### config.mk
export PLATFORM = sky130hd
export DESIGN_NAME = wpi_ctrl
export DESIGN_NICKNAME = d
export VERILOG_FILES = /design/src/rtl/wpi_pkg.sv /design/src/rtl/wpi_ctrl.sv
export SDC_FILE = /design/constraint.sdc
export NUM_CORES = 1
export LEC_CHECK = 0
export ABC_CLOCK_PERIOD_IN_PS = 3300
export BUFFER_PORTS_ARGS = -buffer_cell sky130_fd_sc_hd__buf_4
export CORE_AREA = 10 10 47 49
export DETAILED_ROUTE_END_ITERATION = 16
export DIE_AREA = 0 0 57 59
export PLACE_DENSITY = 0.77
export SYNTH_ARGS = -nofsm -noshare
export SYNTH_HDL_FRONTEND = slang
export SYNTH_SLANG_ARGS = --single-unit
### constraint.sdc
create_clock -name i_clk -period 3.3 [get_ports i_clk]
set_clock_uncertainty 0.1 [all_clocks]
set_input_delay 0.165 -clock i_clk [delete_from_list [all_inputs] [get_ports i_clk]]
set_output_delay 0.165 -clock i_clk [all_outputs]
set_load 0.01 [all_outputs]
### src/rtl/wpi_pkg.sv
`timescale 1ns / 1ps
`default_nettype none
// ----------------------------------------------------------------------------
// Waypoint path interpolator package
// Shared types, constants and the CORDIC arctangent table.
// ----------------------------------------------------------------------------
package wpi_pkg;

    localparam int MAX_STEPS_DEF = 63;
    localparam logic [30:0] STEP_RESET = 31'd3277;
    localparam logic signed [33:0] PI_Z = 34'sd52707179;
    localparam logic signed [33:0] HEAD_MAX = 34'sd25736;

    typedef enum logic [3:0] {
        S_IDLE,
        S_SQRT,
        S_DIV,
        S_NORM,
        S_CORDIC,
        S_EMIT_MUL,
        S_EMIT_DIV,
        S_EMIT_OUT,
        S_FINAL
    } t_state;

    // Commands from the controller to the datapath.
    typedef struct packed {
        logic load;       // capture the input item and form dx, dy
        logic sqrt_init;  // start the square root
        logic sqrt_step;  // one square root iteration
        logic div_init;   // start distance / step length
        logic div_step;   // one divider iteration
        logic cor_init;   // set up the CORDIC vector
        logic norm_step;  // one doubling step
        logic cor_step;   // one CORDIC iteration
        logic emit_init;  // start pose j = 0
        logic pose_mul;   // form j*dx and j*dy
        logic pose_div_init;
        logic pose_div_step;
        logic pose_next;  // advance j
        logic out_load;   // load the output register with a pose
        logic fin_load;   // load the output register with the final point
        logic commit;     // update the stored previous point
    } t_cmd;

    // Status from the datapath.
    typedef struct packed {
        logic have_prev;
        logic is_final;
        logic sqrt_done;
        logic div_done;
        logic n_zero;
        logic norm_done;
        logic cor_done;
        logic pose_div_done;
        logic last_pose;
    } t_stat;

    function automatic logic [25:0] atan_entry(input logic [4:0] idx);
        logic [25:0] v;
        case (idx)
            5'd0:  v = 26'd13176795;
            5'd1:  v = 26'd7778716;
            5'd2:  v = 26'd4110060;
            5'd3:  v = 26'd2086331;
            5'd4:  v = 26'd1047214;
            5'd5:  v = 26'd524117;
            5'd6:  v = 26'd262123;
            5'd7:  v = 26'd131069;
            5'd8:  v = 26'd65536;
            5'd9:  v = 26'd32768;
            5'd10: v = 26'd16384;
            5'd11: v = 26'd8192;
            5'd12: v = 26'd4096;
            5'd13: v = 26'd2048;
            5'd14: v = 26'd1024;
            5'd15: v = 26'd512;
            5'd16: v = 26'd256;
            5'd17: v = 26'd128;
            5'd18: v = 26'd64;
            5'd19: v = 26'd32;
            5'd20: v = 26'd16;
            5'd21: v = 26'd8;
            5'd22: v = 26'd4;
            5'd23: v = 26'd2;
            default: v = 26'd0;
        endcase
        return v;
    endfunction

endpackage
`default_nettype wire

### src/rtl/wpi_ctrl.sv
`timescale 1ns / 1ps
`default_nettype none
// ----------------------------------------------------------------------------
// Waypoint path interpolator controller
// Sequences the square root, divider, CORDIC and pose emission.
// ----------------------------------------------------------------------------
module wpi_ctrl (
    input  wire              i_clk,
    input  wire              i_rst_n,
    input  wire              i_in_valid,
    output logic             o_in_ready,
    input  wire              i_out_full,
    input  wire              i_out_take,
    input  wpi_pkg::t_stat   i_stat,
    output wpi_pkg::t_cmd    o_cmd
);

    wpi_pkg::t_state r_state, n_state;

    always_ff @(posedge i_clk) begin
        if (!i_rst_n) begin
            r_state <= wpi_pkg::S_IDLE;
        end else begin
            r_state <= n_state;
        end
    end

    // Output register is free when empty or being emptied this cycle.
    logic out_free;
    assign out_free = !i_out_full || i_out_take;

    always_comb begin
        n_state = r_state;
        o_cmd = '0;
        o_in_ready = 1'b0;
        case (r_state)
            wpi_pkg::S_IDLE: begin
                o_in_ready = 1'b1;
                if (i_in_valid) begin
                    o_cmd.load = 1'b1;
                    o_cmd.sqrt_init = 1'b1;
                    n_state = wpi_pkg::S_SQRT;
                end
            end
            wpi_pkg::S_SQRT: begin
                if (!i_stat.have_prev) begin
                    n_state = i_stat.is_final ? wpi_pkg::S_FINAL : wpi_pkg::S_IDLE;
                    o_cmd.commit = !i_stat.is_final;
                end else if (i_stat.sqrt_done) begin
                    o_cmd.div_init = 1'b1;
                    n_state = wpi_pkg::S_DIV;
                end else begin
                    o_cmd.sqrt_step = 1'b1;
                end
            end
            wpi_pkg::S_DIV: begin
                if (i_stat.div_done) begin
                    if (i_stat.n_zero) begin
                        n_state = i_stat.is_final ? wpi_pkg::S_FINAL : wpi_pkg::S_IDLE;
                        o_cmd.commit = !i_stat.is_final;
                    end else begin
                        o_cmd.cor_init = 1'b1;
                        n_state = wpi_pkg::S_NORM;
                    end
                end else begin
                    o_cmd.div_step = 1'b1;
                end
            end
            wpi_pkg::S_NORM: begin
                if (i_stat.norm_done) begin
                    n_state = wpi_pkg::S_CORDIC;
                end else begin
                    o_cmd.norm_step = 1'b1;
                end
            end
            wpi_pkg::S_CORDIC: begin
                if (i_stat.cor_done) begin
                    o_cmd.emit_init = 1'b1;
                    n_state = wpi_pkg::S_EMIT_MUL;
                end else begin
                    o_cmd.cor_step = 1'b1;
                end
            end
            wpi_pkg::S_EMIT_MUL: begin
                o_cmd.pose_mul = 1'b1;
                n_state = wpi_pkg::S_EMIT_DIV;
            end
            wpi_pkg::S_EMIT_DIV: begin
                o_cmd.pose_div_init = 1'b1;
                n_state = wpi_pkg::S_EMIT_OUT;
            end
            wpi_pkg::S_EMIT_OUT: begin
                if (!i_stat.pose_div_done) begin
                    o_cmd.pose_div_step = 1'b1;
                end else if (out_free) begin
                    o_cmd.out_load = 1'b1;
                    if (i_stat.last_pose) begin
                        n_state = i_stat.is_final ? wpi_pkg::S_FINAL : wpi_pkg::S_IDLE;
                        o_cmd.commit = !i_stat.is_final;
                    end else begin
                        o_cmd.pose_next = 1'b1;
                        n_state = wpi_pkg::S_EMIT_MUL;
                    end
                end
            end
            wpi_pkg::S_FINAL: begin
                if (out_free) begin
                    o_cmd.fin_load = 1'b1;
                    o_cmd.commit = 1'b1;
                    n_state = wpi_pkg::S_IDLE;
                end
            end
            default: begin
                n_state = wpi_pkg::S_IDLE;
            end
        endcase
    end

endmodule
`default_nettype wire

==> impl_results.md, run 1 <==
- Status: finished clean
- Total CTS buffers: 3
- Reg clk slew, reported paths: 40 ps
- Commonest non-fill, non-tap cell in the layout: buf_4
- Setup ws final: 1080 ps
- Post-CTS sizing: 0
- Total grt overflow: 0
- Post-route DRC: 0
- H-tree depth: 1
- Rel. slew slack: 59.6%
- Biggest regs: r_state: 4 flops
- Initial Util: 39.7%
- Tcrit/Tclk final: 67.4%
- Crit path launch type: flop
- M1 GR Usage: 11.5%
- Final hold vios: 0
- Top cell type's share of synthesized area: 14.4%
- Max-slew violation count: 0
- DP Worst Slack: 1140 ps
- Leakage power: 0.350 nW
- Worst min path class: input port to flop
- Max reg flops: 4
- P&R area growth vs syn: 38.4%
- Clock sinks: 4
- Syn Area/Cell: 7.42 um^2
- Site Rows: 14
- Hold Worst Slack: 127 ps
- Worst slew pin tran: 605 ps
- Met3 usage: 2.15%
- Crit path DAT: 1960 ps
- Synthesis-stage register bit count: 4
- Synthesized net count: 89
- Register area share after synthesis: 14.4%
- Final wirelength: 1760 um
- Class of the most critical setup path: flop to output pin
- Port Buffer Count: 30
- Die Footprint: 3360 um^2
- Routed Antenna Nets: 0
- Maximum vdd drop: 0.000149 V
- Cts hold-fix bufs: 0
- Die X: 57 um
- Reg with most FFs: r_state
- Via density per instance: 5.59
- Pin count of the biggest net entering global routing: 22
- RSZ-0062 raised after global routing: no
- Final TNS setup: 0 ps
- Post-synth top area cell: dfxtp_1
- Commonest cells after routing, fill and taps aside: buf_4, nor2b_1, nor2_1
- Synth Instances: 75
- 1st-pass router iterations: 4
- Total number of vias: 648
- GP Congestion: 0.856
- Max Cap Violations: 0
- WL/cell: 15.1 um
- Mapped Area: 557 um^2
- Setup Viol. Count Final: 0
- Initial antenna violation count: 0
- Diodes inserted: 0
- Power density cells: 432 nW/um^2
- CTS max path bufs: 2
- IO Pins: 31
- Setup Fix Bufs, Post-CTS: 0
- Synth warn: 0
- CP Max Fanout: 21
- Post-synthesis cell type count: 34
- FILL cells: 143
- CP Capture Type: output pin
- Met2 Usage GRT: 17.5%
- Nets: 116
- Dpl hpwl: 1380 um
- Final Critical Period: 2220 ps
- CTS Root Cell: clkbuf_4
- Core area: 1400 um^2
- First-pass GRT wire length: 2840 um
- CTS tree: built
- Layout cells sized above 1: 35.0%
- Worst path required time: 3030 ps
- Die Ht: 59 um
- Top post-synthesis cells by area: dfxtp_1, mux2i_1, nor2b_1
- Worst skew pair latency: 230 ps
- Finished Core Util: 55.0%
- Vias in the first global route: 638
- Top Usage Layer GRT: met2
- Achievable Freq: 0.450 GHz
- DRT iter0 DRCs: 13
- Gr usage total: 9.88%
## path summary, 6_finish.rpt
path / start / cells after the start / end / slack [ps]
worst max-delay path: r_state[0]$_SDFFE_PN0P_ / 5 / o_cmd[0] / 1080
worst max register to register: r_state[2]$_SDFFE_PN0P_ / 4 / r_state[3]$_SDFFE_PN0P_ / 1110
worst min-delay path: i_rst_n / 2 / r_state[2]$_SDFFE_PN0P_ / 130
worst min register to register: r_state[1]$_SDFFE_PN0P_ / 2 / r_state[1]$_SDFFE_PN0P_ / 600
## through the flow
stage	power, mW	instance area, um^2	std cells
CTS	0.335	771	116
finish	0.333	771	116
global route	0.360	771	116
detailed placement	0.276	748	113
floorplan	0.224	557	75
global placement	0.270	748	113
## layout make-up
| type | instances | area, um^2 | area share, % |
|---|---|---|---|
| clock buffers | 3 | 22.5 | 2.92 |
| multi-input cells | 63 | 423 | 54.9 |
| flip-flops and latches | 4 | 80.1 | 10.4 |
| well taps | 16 | 20.0 | 2.60 |
| repair buffers | 30 | 225 | 29.2 |
## cells by family (layout without fill, tap and decap cells)
| family | after synthesis | count (layout) | synth area share [%] |
|---|---|---|---|
| buffers and inverters | 8 | 33 | 9.66 |
| and+or+nand+nor | 45 | 45 | 50.6 |
| AOI/OAI and AO/OA | 13 | 13 | 15.5 |
| muxes | 5 | 5 | 9.89 |
| DFF | 4 | 4 | 14.4 |
## power by group
| group | switching [mW] | total [mW] | internal, mW |
|---|---|---|---|
| Clock | 0.0173 | 0.0578 | 0.0405 |
| Combinational | 0.0799 | 0.175 | 0.0947 |
| Sequential | 0.0421 | 0.100 | 0.0583 |
| Total | 0.139 | 0.333 | 0.194 |
## Yosys cell counts
library cell	count
nor2_1	6
nor2b_1	6
and3_1	5
dfxtp_1	4
mux2i_1	4
nand2b_1	4
o21ai_0	4
a21oi_1	3
and2_1	3
clkbuf_1	3
nand2_1	3
buf_4	2
buf_6	2
nand4_1	2
nor3_1	2
nor3b_1	2
nor4_1	2
nor4b_1	2
a21boi_0	1
a31oi_1	1
a32o_1	1
a41oi_1	1
and3b_1	1
and4b_1	1
buf_2	1
mux2_4	1
nand3_1	1
nand3b_1	1
nand4b_1	1
o211ai_1	1
o221a_1	1
or2_1	1
or4_4	1
or4b_1	1
## layer usage
| metal | vias to the layer above | part of all wire [%] |
|---|---|---|
| met5 | - | 0 |
| met4 | 0 | 0 |
| met3 | 0 | 5.5 |
| met2 | 23 | 51 |
| met1 | 296 | 43 |
| li1 | 329 | - |
## critical path: stages (launching register included)
cell	delay (ps)
dfxtp_1	690
nor4b_1	480
nand2b_1	130
a31oi_1	190
or2_1	120
buf_4	110
Power figures use the tool's default switching activity.
==> inputs of run 2 (changes only) <==
==> config.mk (replaced) <==
export PLATFORM = sky130hd
export DESIGN_NAME = wpi_ctrl
export DESIGN_NICKNAME = d
export VERILOG_FILES = /design/src/rtl/wpi_pkg.sv /design/src/rtl/wpi_ctrl.sv
export SDC_FILE = /design/constraint.sdc
export NUM_CORES = 1
export LEC_CHECK = 0
export ABC_AREA = 1
export ABC_CLOCK_PERIOD_IN_PS = 2050
export BUFFER_PORTS_ARGS = -buffer_cell sky130_fd_sc_hd__buf_4
export CORE_MARGIN = 10
export CORE_UTILIZATION = 43
export DETAILED_ROUTE_END_ITERATION = 16
export PLACE_DENSITY = 0.78
export SYNTH_ARGS = -nofsm -noshare
export SYNTH_HDL_FRONTEND = slang
export SYNTH_SLANG_ARGS = --single-unit
==> constraint.sdc (replaced) <==
create_clock -name i_clk -period 2.05 [get_ports i_clk]
set_clock_uncertainty 0.1 [all_clocks]
set_input_delay 0.1025 -clock i_clk [delete_from_list [all_inputs] [get_ports i_clk]]
set_output_delay 0.1025 -clock i_clk [all_outputs]
set_load 0.01 [all_outputs]
==> impl_results.md, run 2 <==
- Status: finished clean
- Final TNS setup: 0 ps
- Initial Util: 45.5%
- CTS max path bufs: 2
- Total grt overflow: 0
- Leakage power: 0.524 nW
- Max Cap Violations: 0
- Area of the multi-input gates: 407 um^2
- Reg with most FFs: r_state
- CP most frequent cell: nand2_1
- H-tree depth: 1
- Synthesis-stage register bit count: 4
- Vias in the first global route: 680
- Setup ws final: 295 ps
- Total number of vias: 730
- Register area share after synthesis: 13.5%
- Cell Chain, Critical Path: nor2_2 > nand2_1 > nor3_1 > a31oi_1 > nand2_1 > buf_4
- Routed Antenna Nets: 0
- DRT iter0 DRCs: 11
- Diodes inserted: 0
- CTS Root Cell: clkbuf_4
- Combinational share of power: 69.2%
- Sw frac: 50.5%
- Final wirelength: 1660 um
- Dpl hpwl: 1480 um
- Max-slew violation count: 0
- Final Instance Area: 840 um^2
- Total power: 0.777 mW
- Synth Instances: 110
- P&R area growth vs syn: 41.9%
- Initial antenna violation count: 0
- FILL cells: 147
- Achievable Freq: 0.570 GHz
- WL/cell: 10.7 um
- Final Critical Period: 1750 ps
- Pin count of the biggest net entering global routing: 12
- Post-synth top area cell: inv_1
- Class of the most critical setup path: flop to output pin
- Sequential power share: 18.4%
- Synth async-reset ratio: 0%
- IO Pins: 31
- Clock sinks: 4
- Syn Area/Cell: 5.38 um^2
- CP Max Fanout: 11
- Worst path required time: 1850 ps
- Rel. slew slack: 67.9%
- Max reg flops: 4
- DP Worst Slack: 544 ps
- Die X: 57.1 um
- Die Footprint: 3260 um^2
- CP Capture Type: output pin
- GP Congestion: 0.856
- Total CTS buffers: 3
- Commonest register cell after synthesis: dfxtp_1
- Clock power share: 12.5%
- Post-synthesis cell type count: 15
- 1st-pass router iterations: 4
- Nets: 157
- Gr usage total: 10.5%
- Post-route DRC: 0
- Commonest cells after routing, fill and taps aside: buf_4, inv_1, nor2_1
- Synthesized net count: 124
- Top cell type's share of synthesized area: 14.6%
- Synth top cells by count: inv_1, nor2_1, nand2_1, nand3_1
- Cell-internal power: 0.384 mW
- Slowest cell on the critical path: nor2_2
- First-pass GRT wire length: 2890 um
- Dpl cell area: 817 um^2
- Worst skew pair latency: 240 ps
- Biggest regs: r_state: 4 flops
- Site Rows: 13
- DP Cell Count: 153
- Maximum vdd drop: 0.000538 V
- Reg clk slew, reported paths: 30 ps
- Port Buffer Count: 30
- Layout Cells excl Fill: 156
- Mapped Area: 592 um^2
- Setup Viol. Count Final: 0
- Cts hold-fix bufs: 0
- Worst min path class: input port to flop
- Crit path DAT: 1550 ps
- Synth warn: 0
- CTS tree: built
- Tcrit/Tclk final: 85.6%
- Post-CTS sizing: 0
- Crit path launch type: flop
- Cell with the most instances after synthesis: inv_1
- Worst slew pin tran: 481 ps
- Register area: 80.1 um^2
- Core area: 1300 um^2
- Power density cells: 925 nW/um^2
- Via density per instance: 4.68
- P_sw: 0.393 mW
- Die Ht: 57.1 um
- Post-synth EDFFs: 0
- Layout cells sized above 1: 35.5%
- Final hold vios: 0
- Commonest non-fill, non-tap cell in the layout: buf_4
- Max stage delay on crit path: 410 ps
- Setup Fix Bufs, Post-CTS: 0
- Top post-synthesis cells by area: inv_1, dfxtp_1, nor2_1
- RSZ-0062 raised after global routing: no
[run 2: kinds of logic after synthesis]
group                  share of synthesized area, %
AO/OA/AOI/OAI                                  5.71
buffers and inverters                          17.8
AND/OR/NAND/NOR                                63.0
flip-flops                                     13.5
[run 2: worst max-delay path, delay by kind of cell (launching register included)]
kind            cells  cell delay (ps)
simple gates        4              800
buf+inv             1              110
compound gates      1               60
flops               1              330
[run 2: power by group through the flow]
stage | clock network, mW | registers (mW) | logic (mW)
2_1_floorplan | 0 | 0.138 | 0.401
3_3_place_gp | 0 | 0.143 | 0.536
3_5_place_dp | 0 | 0.144 | 0.541
4_1_cts | 0.103 | 0.143 | 0.542
5_1_grt | 0.109 | 0.150 | 0.609
6_report | 0.0970 | 0.143 | 0.537
[run 2: worst paths after layout]
path	depth (start not counted)	end	start	slack, ps
min reg2reg	2	r_state[3]$_SDFFE_PN0P_	r_state[3]$_SDFFE_PN0P_	460
max	6	o_cmd[0]	r_state[3]$_SDFFE_PN0P_	300
min	3	r_state[2]$_SDFFE_PN0P_	i_rst_n	10
max reg2reg	8	r_state[1]$_SDFFE_PN0P_	r_state[3]$_SDFFE_PN0P_	520
[run 2: cell type report]
class,instances,share of cell area (%)
timing repair buffer,30,26.8
clock buffer,3,2.68
tap,15,2.24
multi-input combinational,81,48.4
inverter,23,10.3
sequential,4,9.54
[run 2: per-stage QoR]
step           utilization (%)  hold WS [ps]
2_1_floorplan                -           123
3_3_place_gp              62.8           248
5_1_grt                   64.5          49.2
6_report                  64.5          13.3
3_5_place_dp              62.8           260
4_1_cts                   64.5          8.47
[run 2: routing by layer]
metal / vias up / GRT usage, % / share of wire [%]
met1: 306 / 11.9 / 44
met4: 0 / 6.04 / 2.3
li1: 407 / - / -
met5: - / 0 / 0
met2: 13 / 17.8 / 50
met3: 4 / 1.99 / 3.5
==> inputs of run 3 (changes only) <==
--- a/config.mk
+++ b/config.mk
@@ -9,9 +9,10 @@
 export ABC_CLOCK_PERIOD_IN_PS = 2050
 export BUFFER_PORTS_ARGS = -buffer_cell sky130_fd_sc_hd__buf_4
 export CORE_MARGIN = 10
-export CORE_UTILIZATION = 43
+export CORE_UTILIZATION = 40
+export CTS_BUF_LIST = sky130_fd_sc_hd__clkbuf_4 sky130_fd_sc_hd__clkbuf_8
 export DETAILED_ROUTE_END_ITERATION = 16
-export PLACE_DENSITY = 0.78
+export PLACE_DENSITY = 0.73
 export SYNTH_ARGS = -nofsm -noshare
 export SYNTH_HDL_FRONTEND = slang
 export SYNTH_SLANG_ARGS = --single-unit
==> impl_results.md, run 3 (synthesis results as in run 2) <==
- First-pass GRT wire length: 2740 um
- CP Capture Type: output pin
- DRT iter0 DRCs: 16
- WL/cell: 10.8 um
- Final wirelength: 1680 um
- Worst min path class: input port to flop
- Worst path buffer plus inverter count: 1
- Crit path DAT: 1490 ps
- Final Instance Area: 840 um^2
- Rel. slew slack: 70.4%
- Site Rows: 13
- Class of the most critical setup path: flop to output pin
- CP Max Fanout: 11
- Port Buffer Count: 30
- Biggest regs: r_state: 4 flops
- Final hold vios: 0
- GP Congestion: 0.847
- Achievable Freq: 0.589 GHz
- Setup Viol. Count Final: 0
- Worst skew pair latency: 230 ps
- CTS tree: built
- Layout cells sized above 1: 35.5%
- Nets: 157
- Via density per instance: 4.74
- Slowest cell on the critical path: nor2_2
- P&R area growth vs syn: 41.9%
- RSZ-0062 raised after global routing: no
- IO Pins: 31
- Hold Worst Slack: 21.4 ps
- Post-CTS sizing: 0
- Status: finished clean
- Dpl hpwl: 1520 um
- Die X: 58.5 um
- Total CTS buffers: 3
- Delay-heaviest family, CP: simple AND/OR/NAND/NOR gates
- Max reg flops: 4
- Diodes inserted: 0
- Final TNS setup: 0 ps
- Reg clk slew, reported paths: 30 ps
- CP most frequent cell: nand2_1
- Vias in the first global route: 626
- Tcrit/Tclk final: 82.8%
- Die Footprint: 3420 um^2
- Gr usage total: 9.67%
- Leakage power: 0.524 nW
- Total number of vias: 739
- Core area: 1350 um^2
- Worst path required time: 1850 ps
- Max stage delay on crit path: 390 ps
- Commonest cells after routing, fill and taps aside: buf_4, inv_1, nor2_1
- Commonest non-fill, non-tap cell in the layout: buf_4
- Finished Core Util: 62.2%
- Maximum vdd drop: 0.000509 V
- Power density cells: 918 nW/um^2
- CTS Root Cell: clkbuf_4
- Cell Chain, Critical Path: nor2_2 > nand2_1 > nor3_1 > a31oi_1 > nand2_1 > buf_4
- Max Cap Violations: 0
- Final Critical Period: 1700 ps
- Post-route DRC: 0
- Crit path launch type: flop
- Initial Util: 43.8%
- Cts hold-fix bufs: 0
- Pin count of the biggest net entering global routing: 12
- Routed Antenna Nets: 0
- Reg with most FFs: r_state
- Setup Fix Bufs, Post-CTS: 0
- H-tree depth: 1
- Initial antenna violation count: 0
- Clock sinks: 4
- Total grt overflow: 0
- 1st-pass router iterations: 4
- Max-slew violation count: 0
- CTS max path bufs: 2
- Dpl cell area: 817 um^2
- Worst slew pin tran: 443 ps
- Die Ht: 58.5 um
==> run 3: layout make-up <==
type	instances	area (um^2)
Fill cell	144	510
Clock buffer	3	22.5
Sequential cell	4	80.1
Tap cell	15	18.8
Multi-Input combinational cell	81	407
Inverter	23	86.3
Timing Repair Buffer	30	225
==> run 3: worst paths after layout <==
check        cells past startpoint  slack [ps]                    start                      end
max                              6         350  r_state[3]$_SDFFE_PN0P_                 o_cmd[0]
min                              3          20                  i_rst_n  r_state[1]$_SDFFE_PN0P_
max reg2reg                      6         540  r_state[3]$_SDFFE_PN0P_  r_state[0]$_SDFFE_PN0P_
min reg2reg                      2         460  r_state[3]$_SDFFE_PN0P_  r_state[3]$_SDFFE_PN0P_
==> run 3: worst reg2reg max path, delay by kind of cell, from the launching register on <==
| kind | cells | cell delay (ps) |
|---|---|---|
| AO/OA/AOI/OAI | 1 | 140 |
| flip-flops | 1 | 330 |
| AND/OR/NAND/NOR | 5 | 830 |
==> run 3: metrics by stage <==
step	total power, mW	setup WS, ps	cells
after floorplan	0.539	715	110
after global routing	0.862	228	156
after detailed placement	0.687	535	153
final	0.771	354	156
after CTS	0.785	343	156
after global placement	0.682	571	153
==> run 3: layer usage <==
layer  wire length, um  global-route usage (%)  vias up
met5                 0                       0        -
met4                27                    6.04        0
met3               124                    1.93        4
met2               806                    15.5       20
met1               724                    11.4      312
li1                  -                       -      403
==> run 3: report_power, final <==
| group | leakage (nW) | internal [mW] | switching [mW] |
|---|---|---|---|
| clock | 0.0138 | 0.0651 | 0.0274 |
| sequential | 0.0331 | 0.105 | 0.0384 |
| combinational | 0.477 | 0.214 | 0.321 |
| total | 0.524 | 0.384 | 0.387 |
